## src/rtl/nrs_pkg.sv

```systemverilog
package nrs_pkg;

    localparam int MAX_ENTRIES = 16;
    localparam int ADDR_W      = $clog2(MAX_ENTRIES);
    localparam int CNT_W       = $clog2(MAX_ENTRIES + 1);
    localparam int WORD_W      = 32;

    // record layout, lowest bit first: node_id, rssi, flag
    localparam int ID_LSB   = 0;
    localparam int RSSI_LSB = 16;
    localparam int FLAG_LSB = 24;

    typedef enum logic [2:0] {
        ST_IDLE,
        ST_INS_CMP,
        ST_INS_PUT,
        ST_OUT_RD,
        ST_OUT_LD
    } state_t;

endpackage

```

## src/rtl/nrs_ram.sv

```systemverilog
module nrs_ram #(
    parameter int WIDTH = 32,
    parameter int DEPTH = 16
) (
    input  logic                     aclk,
    input  logic                     wr_en,
    input  logic [$clog2(DEPTH)-1:0] wr_addr,
    input  logic [WIDTH-1:0]         wr_data,
    input  logic                     rd_en,
    input  logic [$clog2(DEPTH)-1:0] rd_addr,
    output logic [WIDTH-1:0]         rd_data
);

    logic [WIDTH-1:0] mem [DEPTH];
    logic [WIDTH-1:0] rd_data_reg;

    always_ff @(posedge aclk) begin
        if (wr_en) begin
            mem[wr_addr] <= wr_data;
        end
        // read data holds while no read is issued
        if (rd_en) begin
            rd_data_reg <= mem[rd_addr];
        end
    end

    assign rd_data = rd_data_reg;

endmodule

```

## src/rtl/neighbor_rssi_sorter_core.sv

```systemverilog
// sequence: after the accept, one compare per stored entry the item moves past, each weaker entry
// shifted up one place, then the final compare or write; a full store drops the item at once
// a last item then emits count results, each a store read then an output register load
// flow: ready is high only between items, so no new item is taken before the current one is through
// reset: aresetn (sync, active low) empties the store and drops any pending result;
// store contents are not cleared, only entries below the fill count are ever read
module neighbor_rssi_sorter_core (
    input  logic                       aclk,
    input  logic                       aresetn,
    // input record stream
    input  logic                       s_tvalid,
    output logic                       s_tready,
    input  logic [31:0]                s_tdata,   // node_id[15:0], rssi[23:16], mark_flag[31:24]
    input  logic                       s_tlast,   // last_entry
    // sorted result stream
    output logic                       m_tvalid,
    input  logic                       m_tready,
    output logic [31:0]                m_tdata,   // out_node_id[15:0], out_rssi[23:16], out_flag[31:24]
    output logic                       m_tlast    // out_last
);

    import nrs_pkg::*;

    // control registers
    state_t              state_reg,   state_next;
    logic [CNT_W-1:0]    count_reg,   count_next;   // number of stored records
    logic [ADDR_W-1:0]   pos_reg,     pos_next;     // hole position during insertion
    logic [ADDR_W-1:0]   k_reg,       k_next;       // output read index
    logic                last_reg,    last_next;    // current item carries the last mark
    logic                m_valid_reg, m_valid_next;

    // payload registers
    logic [WORD_W-1:0]   word_reg,    word_next;
    logic [WORD_W-1:0]   m_data_reg,  m_data_next;
    logic                m_last_reg,  m_last_next;

    // store port signals
    logic                ram_wr_en;
    logic [ADDR_W-1:0]   ram_wr_addr;
    logic [WORD_W-1:0]   ram_wr_data;
    logic                ram_rd_en;
    logic [ADDR_W-1:0]   ram_rd_addr;
    logic [WORD_W-1:0]   ram_rd_data;

    logic                s_fire;
    logic                out_free;
    logic                rd_weaker;   // stored entry strictly weaker than the new record
    logic                store_full;
    logic                out_is_last;

    nrs_ram #(
        .WIDTH (WORD_W),
        .DEPTH (MAX_ENTRIES)
    ) u_store (
        .aclk    (aclk),
        .wr_en   (ram_wr_en),
        .wr_addr (ram_wr_addr),
        .wr_data (ram_wr_data),
        .rd_en   (ram_rd_en),
        .rd_addr (ram_rd_addr),
        .rd_data (ram_rd_data)
    );

    assign s_tready = (state_reg == ST_IDLE);
    assign s_fire   = s_tvalid && s_tready;
    assign out_free = !m_valid_reg || m_tready;

    assign store_full = (count_reg == CNT_W'(MAX_ENTRIES));

    // signed key compare; ties stop the walk so equal keys keep arrival order
    assign rd_weaker = $signed(ram_rd_data[RSSI_LSB +: 8]) < $signed(word_reg[RSSI_LSB +: 8]);

    assign out_is_last = ((CNT_W'(k_reg) + CNT_W'(1)) == count_reg);

    always_ff @(posedge aclk) begin
        if (!aresetn) begin
            state_reg   <= ST_IDLE;
            count_reg   <= '0;
            pos_reg     <= '0;
            k_reg       <= '0;
            last_reg    <= 1'b0;
            m_valid_reg <= 1'b0;
        end else begin
            state_reg   <= state_next;
            count_reg   <= count_next;
            pos_reg     <= pos_next;
            k_reg       <= k_next;
            last_reg    <= last_next;
            m_valid_reg <= m_valid_next;
        end
    end

    always_ff @(posedge aclk) begin
        word_reg   <= word_next;
        m_data_reg <= m_data_next;
        m_last_reg <= m_last_next;
    end

    always_comb begin
        state_next   = state_reg;
        count_next   = count_reg;
        pos_next     = pos_reg;
        k_next       = k_reg;
        last_next    = last_reg;
        word_next    = word_reg;
        m_valid_next = m_valid_reg;
        m_data_next  = m_data_reg;
        m_last_next  = m_last_reg;

        ram_wr_en    = 1'b0;
        ram_wr_addr  = pos_reg;
        ram_wr_data  = word_reg;
        ram_rd_en    = 1'b0;
        ram_rd_addr  = pos_reg - ADDR_W'(1);

        // result register drains independently of the sequencer
        if (m_valid_reg && m_tready) begin
            m_valid_next = 1'b0;
        end

        case (state_reg)
            ST_IDLE: begin
                if (s_fire) begin
                    word_next = s_tdata;
                    last_next = s_tlast;
                    k_next    = '0;
                    if (store_full) begin
                        // record dropped, a last mark still flushes the store
                        state_next = s_tlast ? ST_OUT_RD : ST_IDLE;
                    end else begin
                        pos_next = count_reg[ADDR_W-1:0];
                        if (count_reg != '0) begin
                            ram_rd_en   = 1'b1;
                            ram_rd_addr = count_reg[ADDR_W-1:0] - ADDR_W'(1);
                            state_next  = ST_INS_CMP;
                        end else begin
                            state_next = ST_INS_PUT;
                        end
                    end
                end
            end

            ST_INS_CMP: begin
                // read data is entry pos-1
                ram_wr_en = 1'b1;
                if (rd_weaker) begin
                    // shift the weaker entry up one place
                    ram_wr_data = ram_rd_data;
                    pos_next    = pos_reg - ADDR_W'(1);
                    if (pos_reg != ADDR_W'(1)) begin
                        ram_rd_en   = 1'b1;
                        ram_rd_addr = pos_reg - ADDR_W'(2);
                    end else begin
                        state_next = ST_INS_PUT;
                    end
                end else begin
                    ram_wr_data = word_reg;
                    count_next  = count_reg + CNT_W'(1);
                    state_next  = last_reg ? ST_OUT_RD : ST_IDLE;
                end
            end

            ST_INS_PUT: begin
                ram_wr_en   = 1'b1;
                ram_wr_data = word_reg;
                count_next  = count_reg + CNT_W'(1);
                state_next  = last_reg ? ST_OUT_RD : ST_IDLE;
            end

            ST_OUT_RD: begin
                ram_rd_en   = 1'b1;
                ram_rd_addr = k_reg;
                state_next  = ST_OUT_LD;
            end

            ST_OUT_LD: begin
                // store read data holds until the result register frees up
                if (out_free) begin
                    m_valid_next = 1'b1;
                    m_data_next  = ram_rd_data;
                    m_last_next  = out_is_last;
                    k_next       = k_reg + ADDR_W'(1);
                    if (out_is_last) begin
                        count_next = '0;
                        state_next = ST_IDLE;
                    end else begin
                        state_next = ST_OUT_RD;
                    end
                end
            end

            default: begin
                state_next = ST_IDLE;
            end
        endcase
    end

    assign m_tvalid = m_valid_reg;
    assign m_tdata  = m_data_reg;
    assign m_tlast  = m_last_reg;

    // fill count never passes the store depth
    a_count_bound: assert property (@(posedge aclk) disable iff (!aresetn)
        count_reg <= CNT_W'(MAX_ENTRIES))
        else $error("fill count beyond store depth");

    // the insertion walk only compares while a lower entry exists
    a_walk_pos: assert property (@(posedge aclk) disable iff (!aresetn)
        (state_reg == ST_INS_CMP) |-> (pos_reg != '0))
        else $error("insertion compare with no entry below");

    // output sweep reads only filled entries
    a_out_index: assert property (@(posedge aclk) disable iff (!aresetn)
        ((state_reg == ST_OUT_RD) || (state_reg == ST_OUT_LD)) |->
            (CNT_W'(k_reg) < count_reg))
        else $error("output read beyond fill count");

    // a new result is loaded only into a free result register
    a_no_overwrite: assert property (@(posedge aclk) disable iff (!aresetn)
        (m_valid_reg && !m_tready && (state_reg == ST_OUT_LD)) |=> (state_reg == ST_OUT_LD))
        else $error("result register overwritten while stalled");

endmodule
```

## config.mk

```make
export PLATFORM = sky130hd
export DESIGN_NAME = neighbor_rssi_sorter_core
export DESIGN_NICKNAME = d
export VERILOG_FILES = /design/src/rtl/nrs_pkg.sv /design/src/rtl/nrs_ram.sv /design/src/rtl/neighbor_rssi_sorter_core.sv
export SDC_FILE = /design/constraint.sdc
export NUM_CORES = 1
export LEC_CHECK = 0
export BUFFER_PORTS_ARGS = -buffer_cell sky130_fd_sc_hd__buf_2
export CORE_MARGIN = 10
export CORE_UTILIZATION = 50
export CTS_CLUSTER_SIZE = 30
export DETAILED_ROUTE_END_ITERATION = 6
export GPL_TIMING_DRIVEN = 0
export PLACE_DENSITY_LB_ADDON = 0.05
export SLEW_MARGIN = 20
export SYNTH_ARGS = -nofsm -noshare
export SYNTH_HDL_FRONTEND = slang
export SYNTH_SLANG_ARGS = --single-unit
```

## constraint.sdc

```tcl
create_clock -name aclk -period 4.15 [get_ports aclk]
set_clock_uncertainty 0.1 [all_clocks]
set_input_delay 0 -clock aclk [delete_from_list [all_inputs] [get_ports aclk]]
set_output_delay 0 -clock aclk [all_outputs]
set_load 0.02 [all_outputs]
```

==> flow_summary.toml, run 1 <==
[power]
p_comb_frac = 0.386
switching_share = 0.3440
powerDensity_mw_per_mm2 = 757.6
peakVddDrop_mv = 0.5050
pwr-share-seq = 0.373
p_int_mw = 14.64
p_switching_mw = 7.678
p_leak_nw = 9.788
clockPowerShare = 0.242

[worst_setup_path]
timing_worst_setup_path_type = "flip-flop to flip-flop"
r2r_cells = 12
cp.depth = 12
cpPeakStageDelay_ps = 520
cp.arrival_ps = 4140
worstPathRequired_ps = 4320
path_cells = "inv_1, ha_1, or3b_2, and3_1, o41ai_2, a31oi_1, o21ba_4, buf_6, buf_8, mux4_2, nand3_1, nand4_1"
r2r_slack_ps = 190
reg2reg_from = "count_reg[0]"
slowest_stage = "or3b_2"
path_max_fanout = 10
path_buf_inv = 3
r2r_end = "u_store.rd_data[24]"
crit_path_start_kind = "flip-flop"
worstSetupEndpointType = "flip-flop"
critPathCapture = "u_store.rd_data[24]"
crit_family = "simple AND/OR/NAND/NOR gates"
setup.worst_path.start = "count_reg[0]"

[layout]
drive_gt1_frac = 0.2917
fin_nets = 1545
multi_input_comb_area_mm2 = 0.005682
largest-register = "u_store.mem"
largest_register_ffs = 512
nFillCells = 3638
n_antenna_cell = 0
area_delta_synth_final_pct = 19.44
stdcell_count = 2200
final-seq-area_mm2 = 0.01865

[global_route]
grt_pass1_wl_mm = 89.59
grt_pass1_vias = 13520
grt_max_degree = 38
grt-ovfl-total = 0
gr-usage-all-layers = 0.2065
antenna_found_initial = 0

[yosys]
synth-simple-area-share = 0.05589
syn_nets = 1307
syn_area_mm2 = 0.02467
synthMuxAreaShare = 0.1314
synth_xor_area_frac = 0.004260
synth_top_family_by_area = "multiplexers"
yosysSeqAreaShare = 0.7559
avgSynthCellArea_um2 = 19.70
synth_compound_area_frac = 0.02247
ys_warn_count = 0
ys.flop_type = "edfxtp_1"
yosysUniqueCellTypes = 62
ys_ff_latch = 627
async_flop_share = 0
syn-instance-count = 1252
yosys.area_share.adder = 0.009130
synth-edff-count = 609

[min_path]
min_path_type = "primary input to flip-flop"

[clocking]
clock-sinks = 627
clockBufferDepth = 3
cts_htree_levels = 3
clk_pin_slew_ps = 60
clock_latency_ps = 590
cts_buffers = 67
cts_root_buf = "clkbuf_16"
cts_tree = "done"

[route]
routedWlPerCell_um = 27.25
via_per_inst = 5.907
drc_errors = 0
wl_mm = 59.96
drtIter0Drc = 1432
vias = 12996
postRouteAntennaNets = 0
drtPass1Iterations = 5

[placed_design]
place_ws_ps = -542.9
gp_congestion = 0.8389
dp_hpwl_mm = 39.11
port-buffer-count = 71
dp.cells = 2035

[die]
die_area_mm2 = 0.05862
ios = 72
rows = 81
die_x_um = 242.1
coreArea_mm2 = 0.04885
die_h_um = 242.1
start_util = 0.5050

[timing]
slew_headroom = 0.3029
timing.final.ws_setup_ps = 186.6
fmax_mhz = 252.3
drv_slew = 0
rsz0062_at_grt = "no"
worst_slew_pin_slew_ps = 1046
final_hold_viol_count = 0
setup_viol = 0
finalCritPeriodShare = 0.9550
fin_crit_ps = 3963

[job]
maxCapViolCount = 0

[status]
outcome = "finished, final reports clean"
## synthesized netlist by cell type (3+ instances only)
cell / count / area share
nor2b_1: 6 / 0.0015
dfxtp_1: 18 / 0.015
and2_1: 5 / 0.0013
nand3_1: 134 / 0.027
nand2_1: 28 / 0.0043
nor3_1: 12 / 0.0024
a21boi_0: 7 / 0.0021
clkbuf_1: 44 / 0.0067
edfxtp_1: 609 / 0.74
ha_1: 18 / 0.0091
nand4_1: 36 / 0.0091
o22ai_1: 3 / 0.00076
o21ai_0: 14 / 0.0028
mux4_2: 128 / 0.12
a21oi_1: 16 / 0.0032
buf_12: 5 / 0.0041
mux2_2: 31 / 0.014
buf_1: 6 / 0.00091
and3_1: 4 / 0.0010
o21a_1: 3 / 0.00091
buf_2: 5 / 0.0010
nor2_1: 35 / 0.0053
xnor2_1: 5 / 0.0018
inv_1: 18 / 0.0027
xor2_1: 7 / 0.0025
buf_8: 8 / 0.0049
nand2b_1: 4 / 0.0010
o211ai_1: 3 / 0.00091
## worst min-delay path by stage
| stage | start | end | slack (ps) | cells past startpoint |
|---|---|---|---|---|
| after floorplan | s_tdata[0] | word_reg[0] | -1 | 0 |
| after global placement | s_tdata[25] | word_reg[25] | 80 | 1 |
| after detailed placement | s_tdata[0] | word_reg[0] | 80 | 1 |
| after CTS | s_tdata[14] | word_reg[14] | 2 | 2 |
| after global routing | s_tdata[27] | word_reg[27] | 10 | 2 |
| final | s_tdata[21] | word_reg[21] | 30 | 2 |
## per-stage QoR
step / utilization / total power, mW / area [um^2] / setup TNS, ps / hold WS (ps)
floorplan: - / 13.99 / 24670 / 0 / -1.131
finish: 0.6031 / 22.32 / 29460 / 0 / 32.16
detailed placement: 0.5508 / 16.96 / 26900 / -14260 / 78.16
CTS: 0.6025 / 22.52 / 29430 / 0 / 2.375
global placement: 0.5293 / 16.66 / 25850 / -817300 / 75.95
global route: 0.6031 / 23.38 / 29460 / 0 / 13.93
## power by group through the flow
stage          Clock, mW  Combinational [mW]  Sequential [mW]
3_3_place_gp           0                8.22             8.44
4_1_cts             5.51                8.69             8.32
5_1_grt             5.77                9.25             8.36
2_1_floorplan          0                5.62             8.37
6_report            5.39                8.61             8.32
3_5_place_dp           0                8.51             8.44
## area by class of cell
cell class,instances,area share
Buffer,66,0.01639
Clock buffer,84,0.06051
Clock inverter,31,0.005478
Inverter,19,0.002506
Multi-Input combinational cell,537,0.1928
Sequential cell,627,0.6329
Tap cell,664,0.02820
Timing Repair Buffer,172,0.06115
## placed cells by master, fill, tap and decap left out, drive strengths merged, types with 4 or more instances in the layout
cell	count
nor3	12
ha	18
a21boi	9
buf	147
inv	21
nor2b	6
nor2	35
dlygate4sd3	51
nand4	36
nand2	28
a21oi	16
clkinv	24
xor2	7
nand3	134
dfxtp	18
o21ai	14
mux4	128
and3	4
nand2b	4
clkbuf	124
mux2	31
edfxtp	609
clkinvlp	5
and2	5
xnor2	5
## repair_timing
action / in CTS / in global routing
setup endpoints to repair: 32 / 32
buffers inserted: 2 / 0
gates resized for setup: 39 / 15
hold buffers: 51 / 0
endpoints found under the hold margin: 50 / 0
pin swaps: 1 / 0
## routing by layer
layer | global-route usage | up-vias | part of all wire | wire length [um]
li1 | - | 5639 | - | -
met3 | 0.04310 | 92 | 0.069 | 4141
met2 | 0.3284 | 469 | 0.48 | 28860
met1 | 0.2865 | 6796 | 0.43 | 25630
met4 | 0.05548 | 0 | 0.022 | 1329
met5 | 0 | - | 0 | 0
## cell families (layout without fill, tap and decap cells)
group | count (synthesis) | count (layout)
multiplexers | 160 | 160
buffers and inverters | 88 | 372
adder cells (fa/ha/maj) | 18 | 18
AND/OR/NAND/NOR | 271 | 271
AO/OA/AOI/OAI | 76 | 76
XOR/XNOR | 12 | 12
flip-flops | 627 | 627
Note: power is estimated with default switching activity, not from simulation.
==> inputs of run 2 (changes only) <==
--- a/config.mk
+++ b/config.mk
@@ -10,7 +10,6 @@
 export CORE_UTILIZATION = 50
 export CTS_CLUSTER_SIZE = 30
 export DETAILED_ROUTE_END_ITERATION = 6
-export GPL_TIMING_DRIVEN = 0
 export PLACE_DENSITY_LB_ADDON = 0.05
 export SLEW_MARGIN = 20
 export SYNTH_ARGS = -nofsm -noshare
==> run 2 against run 1 <==
  * Critical path depth is 3 lower
  * Maximum frequency is 4.1% higher
  * First-iteration DRC count is 13% lower
  * Wire length is 4.5% lower
  * Non-clock buffer count is 48 lower
  * Clock power hardly changed
  * Setup slack better by 160 ps
  * Worst hold slack worse by 6.2 ps
==> flow_summary.toml, run 2 (synthesis results as in run 1) <==
[layout]
fin_nets = 1497
drive_gt1_frac = 0.2703
n_antenna_cell = 0
final_area_mm2 = 0.02885
largest-register = "u_store.mem"
utilization = 0.5905
final-seq-area_mm2 = 0.01865
area_delta_synth_final_pct = 16.94
final_common_cell = "edfxtp_1"
multi_input_comb_area_mm2 = 0.005670
final_cell_mix = "609 x edfxtp_1, 133 x nand3_1, 128 x mux4_2"
nFillCells = 3651
largest_register_ffs = 512

[placed_design]
placed_area_mm2 = 0.02632
port-buffer-count = 71
dp_hpwl_mm = 29.81
gp_congestion = 0.8121

[timing]
setup_viol = 0
fmax_mhz = 262.6
finalCritPeriodShare = 0.9177
final_hold_viol_count = 0
rsz0062_at_grt = "no"
whs_ps = 26.01
fin_tns_setup_ps = 0
worst_slew_pin_slew_ps = 783.6
fin_crit_ps = 3808
slew_headroom = 0.4776
drv_slew = 0

[global_route]
antenna_found_initial = 0
use_met1 = 0.2764
grt_pass1_wl_mm = 86.62
top_usage_layer = "met2"
grt_pass1_vias = 13059
grt.met3_usage = 0.03538
met2_usage = 0.3176
grt-ovfl-total = 0
gr-usage-all-layers = 0.1980
grt_max_degree = 65

[power]
pwr-share-seq = 0.386
p_switching_mw = 6.929
p_comb_frac = 0.363
p_leak_nw = 9.509
clockPowerShare = 0.251
switching_share = 0.3215
p_int_mw = 14.62
powerDensity_mw_per_mm2 = 747.1
peakVddDrop_mv = 0.5849

[die]
die_x_um = 242.1
rows = 81
start_util = 0.5050
die_area_mm2 = 0.05862
ios = 72
coreArea_mm2 = 0.04885
die_h_um = 242.1

[worst_setup_path]
worstPathRequired_ps = 4340
cp.arrival_ps = 4000
crit_family = "compound AO/OA/AOI/OAI gates"
cpPeakStageDelay_ps = 660
crit_path_start_kind = "flip-flop"
path_max_fanout = 17
path_cells = "ha_1, a2111oi_1, or4_1, a31oi_1, o21ba_4, buf_4, mux4_2, nand3_1, nand4_1"
worstSetupEndpointType = "flip-flop"
slowest_stage = "a2111oi_1"
path_buf_inv = 1
timing_worst_setup_path_type = "flip-flop to flip-flop"

[clocking]
clk_pin_slew_ps = 60
cts_buffers = 67
cts_tree = "done"
cts_root_buf = "clkbuf_16"
cts_htree_levels = 3
clock-sinks = 627
clock_latency_ps = 580
clockBufferDepth = 3

[status]
outcome = "finished, final reports clean"

[route]
drtPass1Iterations = 5
vias = 12680
routedWlPerCell_um = 26.63
postRouteAntennaNets = 0
drtIter0Drc = 1253
via_per_inst = 5.895
drc_errors = 0
wl_mm = 57.27

[job]
maxCapViolCount = 0

[min_path]
min_path_type = "primary input to flip-flop"
[run 2: worst paths after layout]
kind / from / slack, ps / endpoint / cells past startpoint
max: u_store.rd_data[17] / 340 / u_store.rd_data[16] / 9
min: s_tdata[26] / 30 / word_reg[26] / 2
min reg2reg: u_store.rd_data[24] / 340 / m_tdata[24] / 0
max reg2reg: u_store.rd_data[17] / 340 / u_store.rd_data[16] / 9
[run 2: through the flow]
| stage | power (mW) | setup WS, ps | instances |
|---|---|---|---|
| after floorplan | 13.99 | 270.0 | 1252 |
| after global placement | 16.33 | 91.80 | 1979 |
| after detailed placement | 16.35 | 117.8 | 1979 |
| after CTS | 21.85 | 98.07 | 2151 |
| after global routing | 22.65 | 185.4 | 2151 |
| final | 21.55 | 341.7 | 2151 |
[run 2: power by group through the flow]
stage          combinational (mW)  clock [mW]  sequential [mW]
3_3_place_gp                 7.89           0             8.44
3_5_place_dp                 7.91           0             8.44
5_1_grt                      8.50        5.79             8.36
4_1_cts                      7.99        5.54             8.32
6_report                     7.83        5.40             8.32
2_1_floorplan                5.62           0             8.37
[run 2: metal layers]
layer / vias up / share of wire
met5: - / 0
met1: 6712 / 0.44
met3: 79 / 0.053
li1: 5529 / -
met4: 0 / 0.020
met2: 360 / 0.49
[run 2: cell type report]
type	instances	area share
Clock buffer	83	0.06168
Clock inverter	31	0.005725
Inverter	19	0.002472
Multi-Input combinational cell	537	0.1966
Sequential cell	627	0.6465
Tap cell	664	0.02880
Timing Repair Buffer	190	0.05830
[run 2: repair_timing]
action	4_1_cts	5_1_grt
setup buffers	0	0
hold endpoints to repair	50	0
endpoints found under the setup margin	0	1
gates resized for setup	0	1
hold buffers	58	0
==> inputs of run 3 (changes only) <==
--- a/config.mk
+++ b/config.mk
@@ -7,10 +7,10 @@
 export LEC_CHECK = 0
 export BUFFER_PORTS_ARGS = -buffer_cell sky130_fd_sc_hd__buf_2
 export CORE_MARGIN = 10
-export CORE_UTILIZATION = 50
+export CORE_UTILIZATION = 53
 export CTS_CLUSTER_SIZE = 30
 export DETAILED_ROUTE_END_ITERATION = 6
-export PLACE_DENSITY_LB_ADDON = 0.05
+export PLACE_DENSITY = 0.68
 export SLEW_MARGIN = 20
 export SYNTH_ARGS = -nofsm -noshare
 export SYNTH_HDL_FRONTEND = slang
==> run 3 against run 2 <==
  * First-iteration DRC count grew 4.2%
  * Die area shrank 5.2%
  * Clock power is essentially flat
  * Combinational power is essentially flat
  * Worst hold slack gained 190 ps
  * Maximum frequency grew 0.95%
  * Via count grew 1.8%
  * Global-route usage grew 0.20 points
  * Cell count shrank 2.6%
  * Register-to-register slack gained 40 ps
  * Sequential cell count is the same
  * Design area grew 0.27%
==> flow_summary.toml, run 3 (synthesis results as in run 1) <==
[route]
routedWlPerCell_um = 26.56
postRouteAntennaNets = 0
via_per_inst = 6.163
wl_mm = 55.64
drtIter0Drc = 1306
vias = 12911
drc_errors = 0
drtPass1Iterations = 5

[clocking]
cts_buffers = 61
post_cts_resized = 0
clockBufferDepth = 3
clk_pin_slew_ps = 60
cts_hold_buf = 70
clock-sinks = 627
cts_htree_levels = 2
cts_tree = "done"
cts_setup_buffers = 0
clock_latency_ps = 630
cts_root_buf = "clkbuf_16"

[worst_setup_path]
path_max_fanout = 22
worstSetupEndpointType = "flip-flop"
cp.arrival_ps = 4030
r2r_end = "u_store.rd_data[9]"
cpPeakStageDelay_ps = 710
reg2reg_from = "word_reg[17]"
timing_worst_setup_path_type = "flip-flop to flip-flop"
crit_path_start_kind = "flip-flop"
crit_path_frequent_cell = "buf_12"
slowest_stage = "or4_1"
r2r_slack_ps = 380
worstPathRequired_ps = 4410
path_cells = "inv_1, ha_1, a2111oi_0, buf_4, or4_1, a41oi_1, o21ba_4, buf_12, buf_12, mux4_2, nand3_1, nand4_1"
setup.worst_path.start = "word_reg[17]"
critPathCapture = "u_store.rd_data[9]"
r2r_cells = 12

[timing]
worst_slew_pin_slew_ps = 727.5
final_hold_viol_count = 0
fmax_mhz = 265.1
timing.final.ws_setup_ps = 377.6
finalCritPeriodShare = 0.9090
fin_tns_setup_ps = 0
setup_viol = 0
slew_headroom = 0.5150
whs_ps = 211.7
fin_crit_ps = 3772
rsz0062_at_grt = "no"
drv_slew = 0

[layout]
utilization = 0.6333
largest_register_ffs = 512
drive_gt1_frac = 0.2722
nFillCells = 3163
final_cell_mix = "609 x edfxtp_1, 133 x nand3_1, 128 x mux4_2"
final_common_cell = "edfxtp_1"
largest-register = "u_store.mem"
n_antenna_cell = 0
area_delta_synth_final_pct = 17.25
fin_nets = 1500

[placed_design]
gp_congestion = 0.8631
dp_hpwl_mm = 30.25
place_ws_ps = 425.7
port-buffer-count = 71

[global_route]
gr-usage-all-layers = 0.2000
antenna_found_initial = 0
grt.met3_usage = 0.03369
top_usage_layer = "met2"
met2_usage = 0.3228
grt_pass1_wl_mm = 84.38
grt_max_degree = 65
grt_pass1_vias = 13204
use_met1 = 0.2766
grt-ovfl-total = 0

[power]
clockPowerShare = 0.250
total_power_mw = 21.57
p_comb_frac = 0.363
pwr-share-seq = 0.388
powerDensity_mw_per_mm2 = 745.9
p_switching_mw = 6.903
p_int_mw = 14.67
peakVddDrop_mv = 0.5961
p_leak_nw = 9.566
switching_share = 0.3200

[die]
coreArea_mm2 = 0.04567
die_h_um = 235.7
rows = 78
die_x_um = 235.7
ios = 72
die_area_mm2 = 0.05557
start_util = 0.5401

[min_path]
holdPathStages = 3
min_path_type = "primary input to flip-flop"

[status]
outcome = "finished, final reports clean"

[job]
maxCapViolCount = 0
## run 3: changes by cell type in the layout (fill, tap and decap cells not counted), sizes merged
cell         change
dlygate4sd3     +12
clkbuf           -8
bufinv           +5
buf              -3
clkinv           -2
clkinvlp         +2
inv              +2
## run 3: power groups by stage
stage,Combinational [mW],Sequential (mW),Clock [mW]
floorplan,5.62,8.37,0
global placement,7.73,8.47,0
detailed placement,7.83,8.49,0
CTS,7.91,8.36,5.49
global route,8.44,8.40,5.72
finish,7.83,8.36,5.39
## run 3: stage by stage
| stage | instance area [um^2] | std cells |
|---|---|---|
| after floorplan | 24670 | 1252 |
| after global placement | 26280 | 1912 |
| after detailed placement | 26280 | 1912 |
| after CTS | 28920 | 2095 |
| after global routing | 28920 | 2095 |
| final | 28920 | 2095 |
## run 3: worst min-delay path by stage
| stage | start | endpoint | slack (ps) |
|---|---|---|---|
| after global routing | aresetn | k_reg[1] | 210 |
| after detailed placement | s_tdata[27] | word_reg[27] | 80 |
| after global placement | s_tdata[30] | word_reg[30] | 80 |
| after CTS | aresetn | k_reg[3] | 190 |
| after floorplan | s_tdata[0] | word_reg[0] | -1 |
| final | aresetn | k_reg[1] | 210 |
## run 3: per-layer routing
metal	vias to the layer above	wire length, um	part of all wire
li1	5549	-	-
met1	6754	23600	0.42
met2	523	27220	0.49
met3	85	3586	0.064
met4	0	1226	0.022
met5	-	0	0
## run 3: critical path: cells and delay by family (launching register included)
family,cells,cell delay [ps]
flip-flops,1,400
adder cells (fa/ha/maj),1,270
buffers and inverters,4,580
AND/OR/NAND/NOR,3,950
AO/OA/AOI/OAI,3,600
multiplexers,1,540
## run 3: layout make-up
cell class,instances,area (um^2),share of cell area
clock inverters,38,364.1,0.01259
flip-flops and latches,627,18650,0.6447
inverters,19,71.32,0.002466
clock buffers,75,1579,0.05459
well taps,600,750.7,0.02595
repair buffers,199,1842,0.06368
multi-input cells,537,5669,0.1960
